`config.mk`:
```
export PLATFORM = sky130hd
export DESIGN_NAME = mark_sweep_slot_table
export DESIGN_NICKNAME = d
export VERILOG_FILES = /design/src/rtl/mss_pkg.sv /design/src/rtl/mark_sweep_slot_table.sv /design/src/rtl/mss_ctrl.sv /design/src/rtl/mss_datapath.sv
export SDC_FILE = /design/constraint.sdc
export NUM_CORES = 1
export LEC_CHECK = 0
export BUFFER_PORTS_ARGS = -buffer_cell sky130_fd_sc_hd__clkbuf_2
export CAP_MARGIN = 25
export CORE_MARGIN = 8
export CORE_UTILIZATION = 35
export DETAILED_ROUTE_END_ITERATION = 8
export GPL_TIMING_DRIVEN = 0
export PLACE_DENSITY = 0.56
export SYNTH_ARGS = -nofsm -noshare
export SYNTH_HDL_FRONTEND = slang
export SYNTH_SLANG_ARGS = --single-unit
```
`constraint.sdc`:
```
create_clock -name clk -period 7.9 [get_ports clk]
set_input_delay 1.58 -clock clk [delete_from_list [all_inputs] [get_ports clk]]
set_output_delay 1.58 -clock clk [all_outputs]
set_load 0.01 [all_outputs]
```
`src/rtl/mss_pkg.sv`:
```
`default_nettype none

package mss_pkg;

  // table geometry
  localparam int SLOTS  = 8;
  localparam int IDX_W  = (SLOTS > 1) ? $clog2(SLOTS) : 1;

  // field widths
  localparam int ID_W   = 32;
  localparam int CMD_W  = 2;
  localparam int STAT_W = 2;
  localparam int SIDX_W = 3;
  localparam int MASK_W = 8;

  // packed stream widths, padded to whole bytes
  localparam int IN_W   = 40;
  localparam int OUT_W  = 16;

  // command codes
  localparam logic [CMD_W-1:0] CMD_TOUCH = 2'd0;
  localparam logic [CMD_W-1:0] CMD_PURGE = 2'd1;
  localparam logic [CMD_W-1:0] CMD_CLEAR = 2'd2;

  // result status codes
  localparam logic [STAT_W-1:0] STAT_HIT      = 2'd0;
  localparam logic [STAT_W-1:0] STAT_INSERTED = 2'd1;
  localparam logic [STAT_W-1:0] STAT_FULL     = 2'd2;
  localparam logic [STAT_W-1:0] STAT_DONE     = 2'd3;

  // identifier that gets the reserved flag on insert
  localparam logic signed [ID_W-1:0] RESERVED_ID = 32'sd1;

  typedef enum logic [1:0] {
    ST_IDLE,
    ST_SCAN,
    ST_APPLY,
    ST_EMIT
  } state_t;

  // controller to datapath
  typedef struct packed {
    logic load;
    logic scan;
    logic apply;
    logic emit;
  } dp_cmd_t;

  // datapath to controller
  typedef struct packed {
    logic in_touch;
    logic scan_done;
    logic out_free;
  } dp_stat_t;

endpackage

`default_nettype wire

```
`src/rtl/mark_sweep_slot_table.sv`:
```
// Slot table with mark-and-sweep housekeeping.
// Input channel s_*: one request per handshake, tdata = command[1:0], id[33:2].
//   touch looks the id up in the slots; a hit sets its mark, a miss writes it into
//   the first empty slot (marked, reserved only for id 1); no empty slot reports full.
//   purge empties every unmarked slot; clear drops all marks.
// Output channel m_*: one result per request, tdata = status[1:0], slot_index[4:2],
//   slot_reserved[5], occupied_mask[13:6].
// cfg_wr_en/cfg_wr_data load the empty marker; write only while no request is open.
// Sequence: a touch scans one slot per cycle from slot 0 and stops at the first match
//   or at the last slot, then passes through apply and emit; the result is
//   registered at emit. purge and clear skip the scan and work on all slots at
//   once. The scan pointer over the slot comparator sets the touch time.
// One request is in work at a time; the result sits in an output register, so the
//   next request is taken while the result waits. A stalled receiver holds the
//   result and blocks only the end of the following request.
// Reset: synchronous, clears the marker to 0, all slots to 0 and all flags.
`default_nettype none

module mark_sweep_slot_table (
  input  wire logic                       clk,
  input  wire logic                       rst,
  // empty marker register
  input  wire logic                       cfg_wr_en,
  input  wire logic [mss_pkg::ID_W-1:0]   cfg_wr_data,
  // requests
  input  wire logic                       s_tvalid,
  output logic                            s_tready,
  input  wire logic [mss_pkg::IN_W-1:0]   s_tdata,   // command, id
  // results
  output logic                            m_tvalid,
  input  wire logic                       m_tready,
  output logic      [mss_pkg::OUT_W-1:0]  m_tdata    // status, slot_index, slot_reserved,
                                                     // occupied_mask
);
  import mss_pkg::*;

  dp_cmd_t  dp_cmd;
  dp_stat_t dp_stat;

  // sequencer
  mss_ctrl u_ctrl (
    .clk      (clk),
    .rst      (rst),
    .in_valid (s_tvalid),
    .in_ready (s_tready),
    .stat     (dp_stat),
    .cmd      (dp_cmd)
  );

  // slot storage, scan and result register
  mss_datapath u_dp (
    .clk         (clk),
    .rst         (rst),
    .cfg_wr_en   (cfg_wr_en),
    .cfg_wr_data (cfg_wr_data),
    .in_data     (s_tdata),
    .out_valid   (m_tvalid),
    .out_ready   (m_tready),
    .out_data    (m_tdata),
    .cmd         (dp_cmd),
    .stat        (dp_stat)
  );

endmodule

`default_nettype wire

```
`src/rtl/mss_ctrl.sv`:
```
`default_nettype none

module mss_ctrl (
  input  wire logic              clk,
  input  wire logic              rst,
  input  wire logic              in_valid,
  output logic                   in_ready,
  input  wire mss_pkg::dp_stat_t stat,
  output mss_pkg::dp_cmd_t       cmd
);
  import mss_pkg::*;

  state_t state, state_next;

  // state register
  always_ff @(posedge clk) begin
    if (rst) begin
      state <= ST_IDLE;
    end else begin
      state <= state_next;
    end
  end

  // next state
  always_comb begin
    state_next = state;
    case (state)
      ST_IDLE: begin
        if (in_valid) begin
          state_next = stat.in_touch ? ST_SCAN : ST_APPLY;
        end
      end
      ST_SCAN: begin
        if (stat.scan_done) begin
          state_next = ST_APPLY;
        end
      end
      ST_APPLY: begin
        state_next = ST_EMIT;
      end
      ST_EMIT: begin
        if (stat.out_free) begin
          state_next = ST_IDLE;
        end
      end
      default: begin
        state_next = ST_IDLE;
      end
    endcase
  end

  // outputs
  always_comb begin
    cmd      = '0;
    in_ready = 1'b0;
    case (state)
      ST_IDLE: begin
        in_ready = 1'b1;
        cmd.load = in_valid;
      end
      ST_SCAN: begin
        cmd.scan = 1'b1;
      end
      ST_APPLY: begin
        cmd.apply = 1'b1;
      end
      ST_EMIT: begin
        cmd.emit = stat.out_free;
      end
      default: begin
        cmd = '0;
      end
    endcase
  end

endmodule

`default_nettype wire

```
`src/rtl/mss_datapath.sv`:
```
`default_nettype none

module mss_datapath (
  input  wire logic                       clk,
  input  wire logic                       rst,
  input  wire logic                       cfg_wr_en,
  input  wire logic [mss_pkg::ID_W-1:0]   cfg_wr_data,
  input  wire logic [mss_pkg::IN_W-1:0]   in_data,
  output logic                            out_valid,
  input  wire logic                       out_ready,
  output logic      [mss_pkg::OUT_W-1:0]  out_data,
  input  wire mss_pkg::dp_cmd_t           cmd,
  output mss_pkg::dp_stat_t               stat
);
  import mss_pkg::*;

  // unpacked request fields
  logic        [CMD_W-1:0] in_cmd;
  logic signed [ID_W-1:0]  in_id;

  // captured request
  logic        [CMD_W-1:0] cmd_q;
  logic signed [ID_W-1:0]  id_q;

  // table state
  logic signed [ID_W-1:0]  marker;
  logic signed [ID_W-1:0]  ids [SLOTS];
  logic                    resv [SLOTS];
  logic                    marks [SLOTS];

  // scan state
  logic [IDX_W-1:0]        cnt;
  logic                    hit_found;
  logic                    free_found;
  logic [IDX_W-1:0]        free_idx;

  // result of the current request
  logic [STAT_W-1:0]       res_status;
  logic [IDX_W-1:0]        res_idx;
  logic                    res_resv;

  logic                    match_now;
  logic                    empty_now;
  logic                    cnt_last;
  logic [MASK_W-1:0]       occ_mask;

  assign in_cmd = in_data[CMD_W-1:0];
  assign in_id  = in_data[CMD_W+ID_W-1:CMD_W];

  // compare of the slot under the scan pointer
  assign match_now = (ids[cnt] == id_q);
  assign empty_now = (ids[cnt] == marker);
  assign cnt_last  = (cnt == IDX_W'(SLOTS - 1));

  assign stat.in_touch  = (in_cmd == CMD_TOUCH);
  assign stat.scan_done = match_now || cnt_last;
  assign stat.out_free  = !out_valid || out_ready;

  // occupancy of the low slots against the current marker
  for (genvar g = 0; g < MASK_W; g++) begin : g_occ
    if (g < SLOTS) begin : g_slot
      assign occ_mask[g] = (ids[g] != marker);
    end else begin : g_none
      assign occ_mask[g] = 1'b0;
    end
  end

  // request capture, scan pointers and result fields
  always_ff @(posedge clk) begin
    if (cmd.load) begin
      cmd_q <= in_cmd;
      id_q  <= in_id;
    end
    if (cmd.scan && !free_found && !match_now && empty_now) begin
      free_idx <= cnt;
    end
    if (cmd.apply) begin
      res_status <= STAT_DONE;
      res_idx    <= '0;
      res_resv   <= 1'b0;
      if (cmd_q == CMD_TOUCH) begin
        if (hit_found) begin
          res_status <= STAT_HIT;
          res_idx    <= cnt;
          res_resv   <= resv[cnt];
        end else if (free_found) begin
          res_status <= STAT_INSERTED;
          res_idx    <= free_idx;
          res_resv   <= (id_q == RESERVED_ID);
        end else begin
          res_status <= STAT_FULL;
        end
      end
    end
    if (cmd.emit) begin
      out_data <= {{(OUT_W - STAT_W - SIDX_W - 1 - MASK_W){1'b0}},
                   occ_mask, res_resv, SIDX_W'(res_idx), res_status};
    end
  end

  // scan control, marker register and table contents
  always_ff @(posedge clk) begin
    if (rst) begin
      marker     <= '0;
      cnt        <= '0;
      hit_found  <= 1'b0;
      free_found <= 1'b0;
      out_valid  <= 1'b0;
      for (int i = 0; i < SLOTS; i++) begin
        ids[i]   <= '0;
        resv[i]  <= 1'b0;
        marks[i] <= 1'b0;
      end
    end else begin
      if (cfg_wr_en) begin
        marker <= cfg_wr_data;
      end

      if (cmd.load) begin
        cnt        <= '0;
        hit_found  <= 1'b0;
        free_found <= 1'b0;
      end else if (cmd.scan) begin
        if (match_now) begin
          hit_found <= 1'b1;
        end else begin
          if (empty_now) begin
            free_found <= 1'b1;
          end
          if (!cnt_last) begin
            cnt <= cnt + 1'b1;
          end
        end
      end

      // table update
      if (cmd.apply) begin
        case (cmd_q)
          CMD_TOUCH: begin
            if (hit_found) begin
              marks[cnt] <= 1'b1;
            end else if (free_found) begin
              ids[free_idx]   <= id_q;
              resv[free_idx]  <= (id_q == RESERVED_ID);
              marks[free_idx] <= 1'b1;
            end
          end
          CMD_PURGE: begin
            for (int i = 0; i < SLOTS; i++) begin
              if (!marks[i]) begin
                ids[i]  <= marker;
                resv[i] <= 1'b0;
              end
            end
          end
          CMD_CLEAR: begin
            for (int i = 0; i < SLOTS; i++) begin
              marks[i] <= 1'b0;
            end
          end
          default: begin
          end
        endcase
      end

      // output register
      if (cmd.emit) begin
        out_valid <= 1'b1;
      end else if (out_ready) begin
        out_valid <= 1'b0;
      end
    end
  end

endmodule

`default_nettype wire

```
Yosys cells after proc, flatten, opt, wreduce, memory -nomap -nowiden. Memory sizes are Yosys's and may differ from the RTL's. A register that Yosys moved wholly into a read port is not among the register bits. Index checks and enable logic that the tools add are counted.

Reduce and logical (&&, ||, !) cells: 21. Equality and inequality tests: 20. Bitwise gates (word level): 26. Muxes and demuxes: 115. Add/subtract/negate cells: 1.

Operators with widths (number): $mux W32 (9); $ne A32 B32 Y1 (8); $mux W1 (89); $eq A32 B32 Y1 (2); $eq A32 B2 Y1 const B (1); $reduce_or A32 Y1 (1); $mux W3 (10); $or A1 B1 Y1 (24); $mux W2 (6); $reduce_and A3 Y1 (3); $pmux W2 S4 (1); $eq A2 B2 Y1 const B (3); $logic_not A2 Y1 (3); $eq A2 B1 Y1 const B (2); $ne A2 B2 Y1 const B (2); $add A3 B1 Y3 const B (1); $eq A3 B3 Y1 const B (1); $logic_and A1 B1 Y1 (3); $logic_not A1 Y1 (3); $reduce_or A1 Y1 (3); $logic_or A1 B1 Y1 (2); $ne A2 B1 Y1 const B (1); $not A1 Y1 (2); $reduce_and A2 Y1 (1); 2 further kinds (2).

Word-level logic and storage cells: 199. Memories: 3. Memory bits (writable): 272. Bits in registers: 97. Input bits: 77.

Memory list: u_dp.ids (words 8, bits a word 32, read ports 9, clocked after memory_dff 1, wr ports 8, line mss_datapath.sv:27) `logic signed [ID_W-1:0] ids [SLOTS];`; u_dp.marks (words 8, bits a word 1, read ports 8, clocked after memory_dff 0, wr ports 8, line mss_datapath.sv:29) `logic marks [SLOTS];`; u_dp.resv (words 8, bits a word 1, read ports 1, clocked after memory_dff 1, wr ports 8, line mss_datapath.sv:28) `logic resv [SLOTS];`.

Longest topological paths before layout. Gate-level depths: netlist of run 1.

Depth after elaboration: 8. Depth in mapped cells: 12.

By module. A second synthesis of run 1 with hierarchy kept.

Cell total of the unflattened synthesis: 1702. Area total of the unflattened synthesis: 20593.5 sq um.

By module, submodules not included: mss_datapath (cells each 1679, times used 1, seq. area each 10620.2 sq um, area each 20399.6 sq um); mss_ctrl (cells each 23, times used 1, seq. area each 40.0 sq um, area each 193.9 sq um).

Worst setup path after synthesis of run 1. Ideal clock, no wire load.

Kind: input -> register. Start point: in rst. End point: mem u_dp.ids[1][0] (enable). Data required time: 7.509 ns. Buffers on the path: 2. Stages on the path: 8. Setup slack: 3.734 ns. Arrival time: 3.775 ns. Cell sequence: clkbuf_1 > nand2b_1 > nor2_1 > nand2_1 > or2_2 > clkbuf_1 > nor3_1 > or3_1.

RTL lines: from (decl) (line mark_sweep_slot_table.sv:21) `input wire logic rst,`; to (decl) (line mss_datapath.sv:27).

==> out/qor.yml, run 1 <==
cts.sinks: 372
ys.flop_type: "edfxtp_1"
crit_type: "input pin to register"
fin_cells: 2727
routed-via-count: 16860
p_per_area_mw_per_mm2: 260.4
synth_area_mm2: 0.02089
synth.ff_latch_count: 372
grt_pass1_wl_um: 133300
timing_hold_violations_final: 0
dp_hpwl_um: 75040
fillCellCount: 5622
cts_buffers: 46
clock_skew_ns: 0.02489
grt_pass1_vias: 15730
clock_latency_ns: 0.61
setup_violations: 0
io_pins: 95
drv_slew: 0
core_mm2: 0.05902
clkTransAtPathRegs_ns: 0.07
wirelength_um: 99030
p_leak_uw: 0.007950
finalSetupTns_ns: 0
ir_drop_v: 0.0001445
synth_top_area_frac: 0.4615
htreeDepth: 2
crit_required_ns: 8.20
avgViaCountPerCell: 6.182
drtIter0Drc: 2404
fmax_mhz: 214.8
fin_ws_ns: 3.244
wl_per_cell_um: 36.31
dieHeight_um: 260.3
fin_crit_ns: 4.656
worst-path-max-fanout: 10
place_inst: 2640
portBuffers: 84
arrival_ns: 4.96
post-route-period-util: 0.5893
rsz0062_at_grt: "false"
antenna_left: 0
dp_slack_ns: 2.778
hold_path_class: "register to register"
synth-edff-count: 321
yosys.area.top_type: "edfxtp_1"
cts-root-buf: "clkbuf_16"
syn_area_per_cell_um2: 11.81
cp-start-kind: "input pin"
outcome: "complete, no violations"
n_antenna_cell: 0
cpMaxStageDelayCell: "clkbuf_1"
antenna_found_initial: 4
syn_inst: 1768
holdBufCountCts: 0
grt_max_degree: 23
post_cts_buffers: 0
cp_slowest_stage_delay_ns: 0.79
start_util: 0.3539
track_usage: 0.2842
r2r_slack_ns: 3.66
synthDistinctLibCells: 59
path_cells: "clkbuf_1 > nand2b_1 > nor2_1 > nand2_1 > or2_2 > clkbuf_1 > nor2_1 > clkbuf_1 > clkbuf_1 > o21ai_0"
drc: 0
slew_headroom: 0.2910
synthArstFlopShare: 0
gp_congestion: 1.051
drv_cap: 0
dieArea_mm2: 0.06775
drive_gt1_frac: 0.1356
tightest_slew_ns: 1.061
cts_resized: 0
cts_tree: "done"
die_width_um: 260.3
ys_seq_area_frac: 0.5104
synth_area_leaders: "edfxtp_1, xnor2_1, a22o_1"
drt-pass1-iter-count: 5
final_nets: 1999
cpMostUsedCell: "clkbuf_1"
clock_path_buffers: 3
syn2layout_area_growth_pct: 15.75
grt_overflow: 0
rows: 89
yosys_warnings: 0
critPathCaptureType: "register"
## state kept, by name, indices dropped and copies added, names as in the netlist, 2 cells and up, named ones only
| signal | flops |
|---|---|
| u_dp.ids | 256 |
| u_dp.id_q | 32 |
| u_dp.marker | 32 |
| u_dp.out_data | 14 |
| u_dp.marks | 8 |
| u_dp.resv | 8 |
| u_dp.cnt | 3 |
| u_dp.free_idx | 3 |
| u_dp.res_idx | 3 |
| u_ctrl.state | 2 |
| u_dp.cmd_q | 2 |
| u_dp.res_status | 2 |
## cells in the final DEF (no fill, tap or decap), types with 6 or more instances in the layout
cell / n
mux2i_1: 101
edfxtp_1: 321
inv_1: 7
clkbuf_16: 48
buf_4: 10
nand2b_1: 41
clkinv_2: 9
o22ai_1: 7
nor2_1: 81
xnor2_1: 289
xor2_1: 12
a22o_1: 208
nor2b_1: 9
buf_6: 7
or3_2: 8
ha_1: 6
o21ai_0: 75
clkbuf_1: 164
mux2_2: 13
dfxtp_1: 51
a22oi_1: 20
clkbuf_2: 84
a21oi_1: 17
nor3_1: 23
bufinv_16: 7
buf_12: 10
nand2_1: 89
buf_2: 6
nand3_1: 6
nor4_1: 32
nand4_1: 69
buf_1: 8
mux4_2: 26
## path summary, 6_finish.rpt
check | startpoint | endpoint | cells past startpoint
max | rst | u_dp.ids[7][19]$_DFFE_PP_ | 10
min | u_dp.res_idx[1]$_SDFFCE_PP0P_ | u_dp.out_data[3]$_DFFE_PP_ | 0
max reg2reg | register | u_dp.free_idx[1]$_DFFE_PP_ | 12
min reg2reg | u_dp.res_idx[1]$_SDFFCE_PP0P_ | u_dp.out_data[3]$_DFFE_PP_ | 0
## worst max-delay path, delay by kind of cell
kind	cells	cell delay [ns]
and+or+nand+nor	5	1.11
AOI/OAI and AO/OA	1	0.26
buffers and inverters	4	1.98
## power by group
group	leakage, µW	total [µW]	internal [µW]	switching (µW)
Sequential	0.00366	2500	2370	129
Combinational	0.00350	1480	440	1040
Clock	0.000796	2320	1370	945
## metrics by stage
step,utilization,hold WS [ns],total power (µW),cell area [µm²]
3_5_place_dp,0.3818,0.4062,3968,22540
3_3_place_gp,0.3775,0.4067,3935,22280
2_1_floorplan,-,0.4003,3269,20890
5_1_grt,0.4096,0.4225,6406,24180
4_1_cts,0.4094,0.4221,6258,24160
6_report,0.4096,0.4206,6295,24180
## layout make-up
cell class / instances / area, µm² / area share
Clock buffer: 55 / 1257 / 0.05201
Inverter: 9 / 33.78 / 0.001397
Multi-Input combinational cell: 1197 / 9366 / 0.3874
Clock inverter: 31 / 370.4 / 0.01532
Buffer: 191 / 842.1 / 0.03483
Timing Repair Buffer: 99 / 678.2 / 0.02805
Tap cell: 773 / 967.2 / 0.04001
Sequential cell: 372 / 10660 / 0.4409
## synthesized netlist by cell type, types with 6 or more instances
cell type / instances
mux4_2: 26
a21oi_1: 17
a22oi_1: 20
nand2_1: 89
mux2i_1: 101
inv_1: 8
buf_1: 8
nor4_1: 32
nor2b_1: 10
clkbuf_1: 160
o21ai_0: 75
or3_1: 13
ha_1: 6
mux2_2: 13
o22ai_1: 7
xor2_1: 12
nand2b_1: 41
a22o_1: 208
nor2_1: 81
edfxtp_1: 321
nand4_1: 69
buf_6: 7
buf_4: 9
nor3_1: 23
nand3_1: 6
dfxtp_1: 51
xnor2_1: 289
## metal layers
| metal | up-vias | share of wire | GRT usage |
|---|---|---|---|
| li1 | 6917 | - | - |
| met1 | 8656 | 0.41 | 0.3866 |
| met2 | 1104 | 0.45 | 0.4478 |
| met3 | 179 | 0.096 | 0.04974 |
| met4 | 2 | 0.043 | 0.1120 |
| met5 | - | 0.00014 | 0 |
## cells by family after synthesis
| kind of cell | synth area share |
|---|---|
| compound gates | 0.1281 |
| flops | 0.5104 |
| simple gates | 0.09705 |
| buf+inv | 0.04193 |
| mux | 0.09255 |
| fa+ha+maj | 0.003594 |
| other cells | 0.0001795 |
| xor+xnor | 0.1262 |
No activity file was read; power rests on OpenSTA's default activity.
==> run 2: changes to the inputs <==
ABC_AREA = 1   (was not set)
PLACE_DENSITY = 0.58   (was 0.56)
clock period = 4.22 ns   (was 7.9 ns; I/O delays follow)
==> out/qor.yml, run 2 <==
outcome: "finished, violations left"  # was complete, no violations
violations: "negative setup slack"
fmax_mhz: 236.2
clkTransAtPathRegs_ns: 0.06  # was 0.07 ns
drv_slew: 0  # unchanged
fin_crit_ns: 4.234
setup_violations: 3  # was 0
grt_pass1_vias: 19800  # was 15,730
p_comb_frac: 0.353  # was 0.235
fillCellCount: 6184  # was 5,622
synth.ff_latch_count: 372  # unchanged
crit_type: "register to register"  # was input pin to register
power.clock.fraction: 0.293  # was 0.368
start_util: 0.3525  # was 0.3539
dp_hpwl_um: 100300  # was 75,040 µm
antenna_found_initial: 14  # was 4
hold_path_class: "input pin to register"  # was register to register
track_usage: 0.3761  # was 0.2842
synth-edff-count: 321  # unchanged
ir_drop_v: 0.0002957  # was 0.0001445 V
clock_latency_ns: 0.61  # about the same
post-route-period-util: 1.003
syn2layout_area_growth_pct: 15.90  # was 15.75%
yosys-top-cells-count: "nand2_1, edfxtp_1, inv_1"  # was edfxtp_1, xnor2_1, a22o_1
seq_power_share: 0.354  # was 0.397
routed-via-count: 21570  # was 16,860
cts.sinks: 372  # unchanged
arrival_ns: 4.51  # was 4.96 ns
post_cts_buffers: 0  # unchanged
synthArstFlopShare: 0  # unchanged
rsz0062_at_grt: "false"  # unchanged
p_int_uw: 7869  # was 4182 µW
core_mm2: 0.06002  # was 0.05902 mm²
min_from: "s_tdata[5]"  # was u_dp.res_idx[1]$_SDFFCE_PP0P_
cts-root-buf: "clkbuf_16"  # unchanged
drive_gt1_frac: 0.09588  # was 0.1356
final_common_cell: "nand2_1"  # was edfxtp_1
final_nets: 2739  # was 1,999
clock_skew_ns: 0.02342  # was 0.02489 ns
antenna_left: 0  # unchanged
p_sw_frac: 0.4219  # was 0.3357
ys_seq_area_frac: 0.5039  # was 0.5104
synth_area_leaders: "edfxtp_1, nand2_1, o22ai_1"  # was edfxtp_1, xnor2_1, a22o_1
ys.flop_type: "edfxtp_1"  # unchanged
tightest_slew_ns: 1.235  # was 1.061 ns
drc: 0  # unchanged
drtIter0Drc: 3932  # was 2,404
critPathCaptureType: "register"  # unchanged
grt_max_degree: 34  # was 23
cts_buffers: 45  # was 46
place_inst: 3390  # was 2,640
io_pins: 95  # unchanged
cp-start-kind: "register"  # was input pin
die_width_um: 261.9  # was 260.3 µm
clock_path_buffers: 3  # unchanged
timing_hold_violations_final: 0  # unchanged
regMostFlops: "u_dp.ids"  # unchanged
p_leak_uw: 0.009230  # was 0.007950 µW
syn_area_per_cell_um2: 8.500  # was 11.81 µm²
dp_slack_ns: -0.1871  # was 2.778 ns
rows: 90  # was 89
htreeDepth: 2  # unchanged
holdBufCountCts: 0  # unchanged
slew_headroom: 0.1689  # was 0.2910
synth_top_area_frac: 0.4556  # was 0.4615
yosysMostFrequentCell: "nand2_1"  # was edfxtp_1
fin_cells: 3475  # was 2,727
drt-pass1-iter-count: 6  # was 5
grt_overflow: 0  # unchanged
yosys_warnings: 0  # unchanged
total_power_uw: 13610  # was 6295 µW
grt_pass1_wl_um: 173300  # was 133,300 µm
dieHeight_um: 261.9  # was 260.3 µm
final_core_util: 0.4085  # was 0.4096
cts_tree: "done"  # unchanged
final_cell_mix: "nand2_1, edfxtp_1, inv_1"  # was edfxtp_1, xnor2_1, a22o_1
wl_per_cell_um: 37.81  # was 36.31 µm
wirelength_um: 131400  # was 99,030 µm
largest_reg_flops: 256  # unchanged
avgViaCountPerCell: 6.208  # was 6.182
syn_inst: 2489  # was 1,768
dieArea_mm2: 0.06857  # was 0.06775 mm²
portBuffers: 85  # was 84
gp_congestion: 1.115  # was 1.051
worst-path-max-fanout: 10  # unchanged
synthDistinctLibCells: 31  # was 59
crit_required_ns: 4.50  # was 8.20 ns
p_per_area_mw_per_mm2: 555.1  # was 260.4 mW/mm²
finalSetupTns_ns: -0.04040  # was 0 ns
drv_cap: 0  # unchanged
p_switching_uw: 5742  # was 2113 µW
reg_top3: "u_dp.ids (256), u_dp.id_q (32), u_dp.marker (32)"  # unchanged
fin_ws_ns: -0.01360  # was 3.244 ns
synth_area_mm2: 0.02116  # was 0.02089 mm²
yosys.area.top_type: "edfxtp_1"  # unchanged
-- run 2: what timing repair did --
action / in CTS / in global routing
endpoints found under the hold margin: 0 / 0
setup endpoints to repair: 3 / 3
resized for setup: 1 / 1
-- run 2: area by class of cell --
| type | count | area (µm²) | area share |
|---|---|---|---|
| timing repair buffer | 119 | 883.3 | 0.03603 |
| clock buffer | 57 | 1231 | 0.05021 |
| buffer | 168 | 734.5 | 0.02996 |
| sequential | 372 | 10660 | 0.4348 |
| clock inverter | 25 | 221.5 | 0.009032 |
| tap | 782 | 978.4 | 0.03991 |
| inverter | 257 | 965.9 | 0.03940 |
| antenna | 2 | 5.005 | 0.0002041 |
| multi-input combinational | 1693 | 8838 | 0.3605 |
-- run 2: per-layer routing --
layer | vias up | global-route usage | wire [µm]
met5 | - | 0 | 125
met4 | 20 | 0.2249 | 9755
met3 | 405 | 0.1081 | 16370
met2 | 1678 | 0.5597 | 55250
met1 | 10560 | 0.4818 | 49880
li1 | 8913 | - | -
-- run 2: worst paths after layout --
path | to | slack [ns] | depth (start not counted)
setup reg to reg | u_dp.free_idx[2]$_DFFE_PP_ | -0.01 | 14
setup / recovery | u_dp.free_idx[2]$_DFFE_PP_ | -0.01 | 14
hold / removal | u_dp.id_q[3]$_DFFE_PP_ | 0.41 | 1
hold reg to reg | u_dp.out_data[5]$_DFFE_PP_ | 0.43 | 0
-- run 2: cell families after synthesis --
group           Yosys count  share of synthesized area
simple gates           1061                     0.2108
xor+xnor                185                    0.07659
buf+inv                 425                    0.08026
other cells               1                  0.0001773
fa+ha+maj                 6                   0.003549
compound gates          439                     0.1247
flops                   372                     0.5039
-- run 2: critical path: stages, from the launching register on --
cell and delay [ns]:
dfxtp_1 0.30, buf_2 0.40, clkinv_2 0.35, buf_2 0.41
nand3_1 0.36, nand2_1 0.27, nand2_1 0.15, o21ai_0 0.20
nor2_1 0.18, nand4_1 0.21, nor2_1 0.21, nand2_1 0.12
nor2_1 0.34, nand2_1 0.13, nor2_1 0.23
-- run 2: metrics by stage --
stage	hold slack, ns	area (µm²)
after floorplan	0.4003	21160
after global placement	0.4122	22560
after detailed placement	0.4152	23050
after CTS	0.3994	24510
after global routing	0.4092	24510
final	0.4119	24520
-- run 2: power groups by stage --
| stage | Clock, µW | Combinational, µW | Sequential, µW |
|---|---|---|---|
| final | 3990 | 4800 | 4820 |
| after global routing | 4110 | 4890 | 4840 |
| after CTS | 3980 | 4570 | 4800 |
| after detailed placement | 0 | 4560 | 4880 |
| after global placement | 0 | 4400 | 4910 |
| after floorplan | 0 | 2310 | 4720 |
==> run 3: changes to the inputs <==
BUFFER_PORTS_ARGS = -buffer_cell sky130_fd_sc_hd__buf_2   (was -buffer_cell sky130_fd_sc_hd__clkbuf_2)
CAP_MARGIN = 30   (was 25)
==> out/qor.yml, run 3 (synthesized netlist as in run 2, its figures left out) <==
portBuffers: 85  # unchanged
crit_required_ns: 4.52  # was 4.50 ns
p_leak_uw: 0.009327  # was 0.009230 µW
hold_path_class: "input pin to register"  # unchanged
outcome: "finished, violations left"  # unchanged
critPathCaptureType: "register"  # unchanged
post_cts_buffers: 0  # unchanged
routed-via-count: 21770  # was 21,570
antenna_left: 0  # unchanged
cts_buffers: 47  # was 45
rows: 90  # unchanged
fin_ws_ns: -0.2356  # was -0.01360 ns
drtIter0Drc: 3484  # was 3,932
ir_drop_v: 0.0003376  # was 0.0002957 V
drive_gt1_frac: 0.09786  # was 0.09588
htreeDepth: 2  # unchanged
final_cell_mix: "nand2_1, edfxtp_1, inv_1"  # unchanged
cts.sinks: 372  # unchanged
gp_congestion: 1.062  # was 1.115
fmax_mhz: 224.4  # was 236.2 MHz
fin_crit_ns: 4.456  # was 4.234 ns
setup_violations: 3  # unchanged
start_util: 0.3525  # unchanged
drt-pass1-iter-count: 6  # unchanged
drc: 0  # unchanged
antenna_found_initial: 10  # was 14
drv_slew: 0  # unchanged
wirelength_um: 138500  # was 131,400 µm
timing_hold_violations_final: 0  # unchanged
dieHeight_um: 261.9  # unchanged
wl_per_cell_um: 39.59  # was 37.81 µm
violations: "negative setup slack"  # unchanged
slew_headroom: 0.2259  # was 0.1689
largest_reg_flops: 256  # unchanged
clock_latency_ns: 0.62  # was 0.61 ns
dieArea_mm2: 0.06857  # unchanged
drv_cap: 0  # unchanged
p_per_area_mw_per_mm2: 564.1  # was 555.1 mW/mm²
cts_tree: "done"  # unchanged
syn2layout_area_growth_pct: 17.27  # was 15.90%
track_usage: 0.3943  # was 0.3761
grt_overflow: 0  # unchanged
grt_pass1_wl_um: 180000  # was 173,300 µm
die_width_um: 261.9  # unchanged
clkTransAtPathRegs_ns: 0.06  # about the same
clock_path_buffers: 3  # unchanged
io_pins: 95  # unchanged
grt_pass1_vias: 19850  # was 19,800
clock_skew_ns: 0.03241  # was 0.02342 ns
core_mm2: 0.06002  # unchanged
reg_top3: "u_dp.ids (256), u_dp.id_q (32), u_dp.marker (32)"  # unchanged
finalSetupTns_ns: -0.7020  # was -0.04040 ns
cts_resized: 2  # was 1
post-route-period-util: 1.056  # was 1.003
dp_hpwl_um: 105600  # was 100,300 µm
final_nets: 2753  # was 2,739
dp_slack_ns: -0.2092  # was -0.1871 ns
crit_type: "register to register"  # unchanged
final_common_cell: "nand2_1"  # unchanged
avgViaCountPerCell: 6.225  # was 6.208
rsz0062_at_grt: "false"  # unchanged
holdBufCountCts: 0  # unchanged
cp-start-kind: "register"  # unchanged
cts-root-buf: "clkbuf_16"  # unchanged
tightest_slew_ns: 1.161  # was 1.235 ns
worst-path-max-fanout: 10  # unchanged
regMostFlops: "u_dp.ids"  # unchanged
grt_max_degree: 34  # unchanged
arrival_ns: 4.75  # was 4.51 ns
## run 3: changes by cell type in the layout (fill, tap and decap cells not counted), sizes merged
| cell | previous run | this run |
|---|---|---|
| buf | 93 | 191 |
| clkbuf | 251 | 175 |
| clkinv | 60 | 55 |
| diode | 2 | 7 |
| clkinvlp | 5 | 2 |
| bufinv | 3 | 5 |
| inv | 214 | 215 |
## run 3: cell type report
| class | instances | area (µm²) |
|---|---|---|
| Clock buffer | 67 | 1271 |
| Antenna cell | 7 | 17.52 |
| Clock inverter | 20 | 255.2 |
| Timing Repair Buffer | 131 | 1074 |
| Buffer | 168 | 734.5 |
| Tap cell | 782 | 978.4 |
| Inverter | 257 | 965.9 |
| Fill cell | 6159 | 35210 |
| Multi-Input combinational cell | 1693 | 8852 |
| Sequential cell | 372 | 10660 |
## run 3: critical path, stage by stage, from the launching register on
cell and delay [ns]:
dfxtp_1 0.30, buf_2 0.46, clkinv_2 0.40, buf_2 0.44, nand3_1 0.44, nand2_1 0.23
nand2_1 0.12, o21ai_0 0.21, nor2_1 0.18, nand4_1 0.26, nor2_1 0.57, nand2_1 0.09
nor2_1 0.13, nand2_1 0.09, nor2_1 0.20
## run 3: report_power, final
part / switching (µW) / internal [µW] / leakage, µW
Clock: 1790 / 2420 / 0.000740
Combinational: 3830 / 1170 / 0.00492
Sequential: 311 / 4470 / 0.00366
Total: 5940 / 8060 / 0.00933
## run 3: final timing paths
path         depth (start not counted)  slack, ns                          to                   startpoint
min                                  1       0.40     u_dp.id_q[11]$_DFFE_PP_                  s_tdata[13]
max reg2reg                         14      -0.24  u_dp.free_idx[2]$_DFFE_PP_                     register
min reg2reg                          0       0.42  u_dp.out_data[5]$_DFFE_PP_  u_dp.res_resv$_SDFFCE_PP0P_
max                                 14      -0.24  u_dp.free_idx[2]$_DFFE_PP_                     register
## run 3: stage by stage
step | util | cell area, µm² | power (µW) | cells | hold slack (ns)
after detailed placement | 0.3871 | 23230 | 9573 | 3401 | 0.4062
after floorplan | - | 21160 | 7035 | 2490 | 0.4003
after global placement | 0.3759 | 22560 | 9421 | 3357 | 0.4079
after CTS | 0.4127 | 24770 | 13710 | 3488 | 0.3794
final | 0.4133 | 24810 | 13990 | 3497 | 0.3960
after global routing | 0.4131 | 24790 | 14170 | 3490 | 0.3905
## run 3: routing by layer
metal	up-vias	global-route usage	share of wire
met4	6	0.2409	0.072
met3	393	0.1154	0.12
li1	8930	-	-
met1	10710	0.5001	0.38
met2	1727	0.5886	0.43
met5	-	0	0.00030
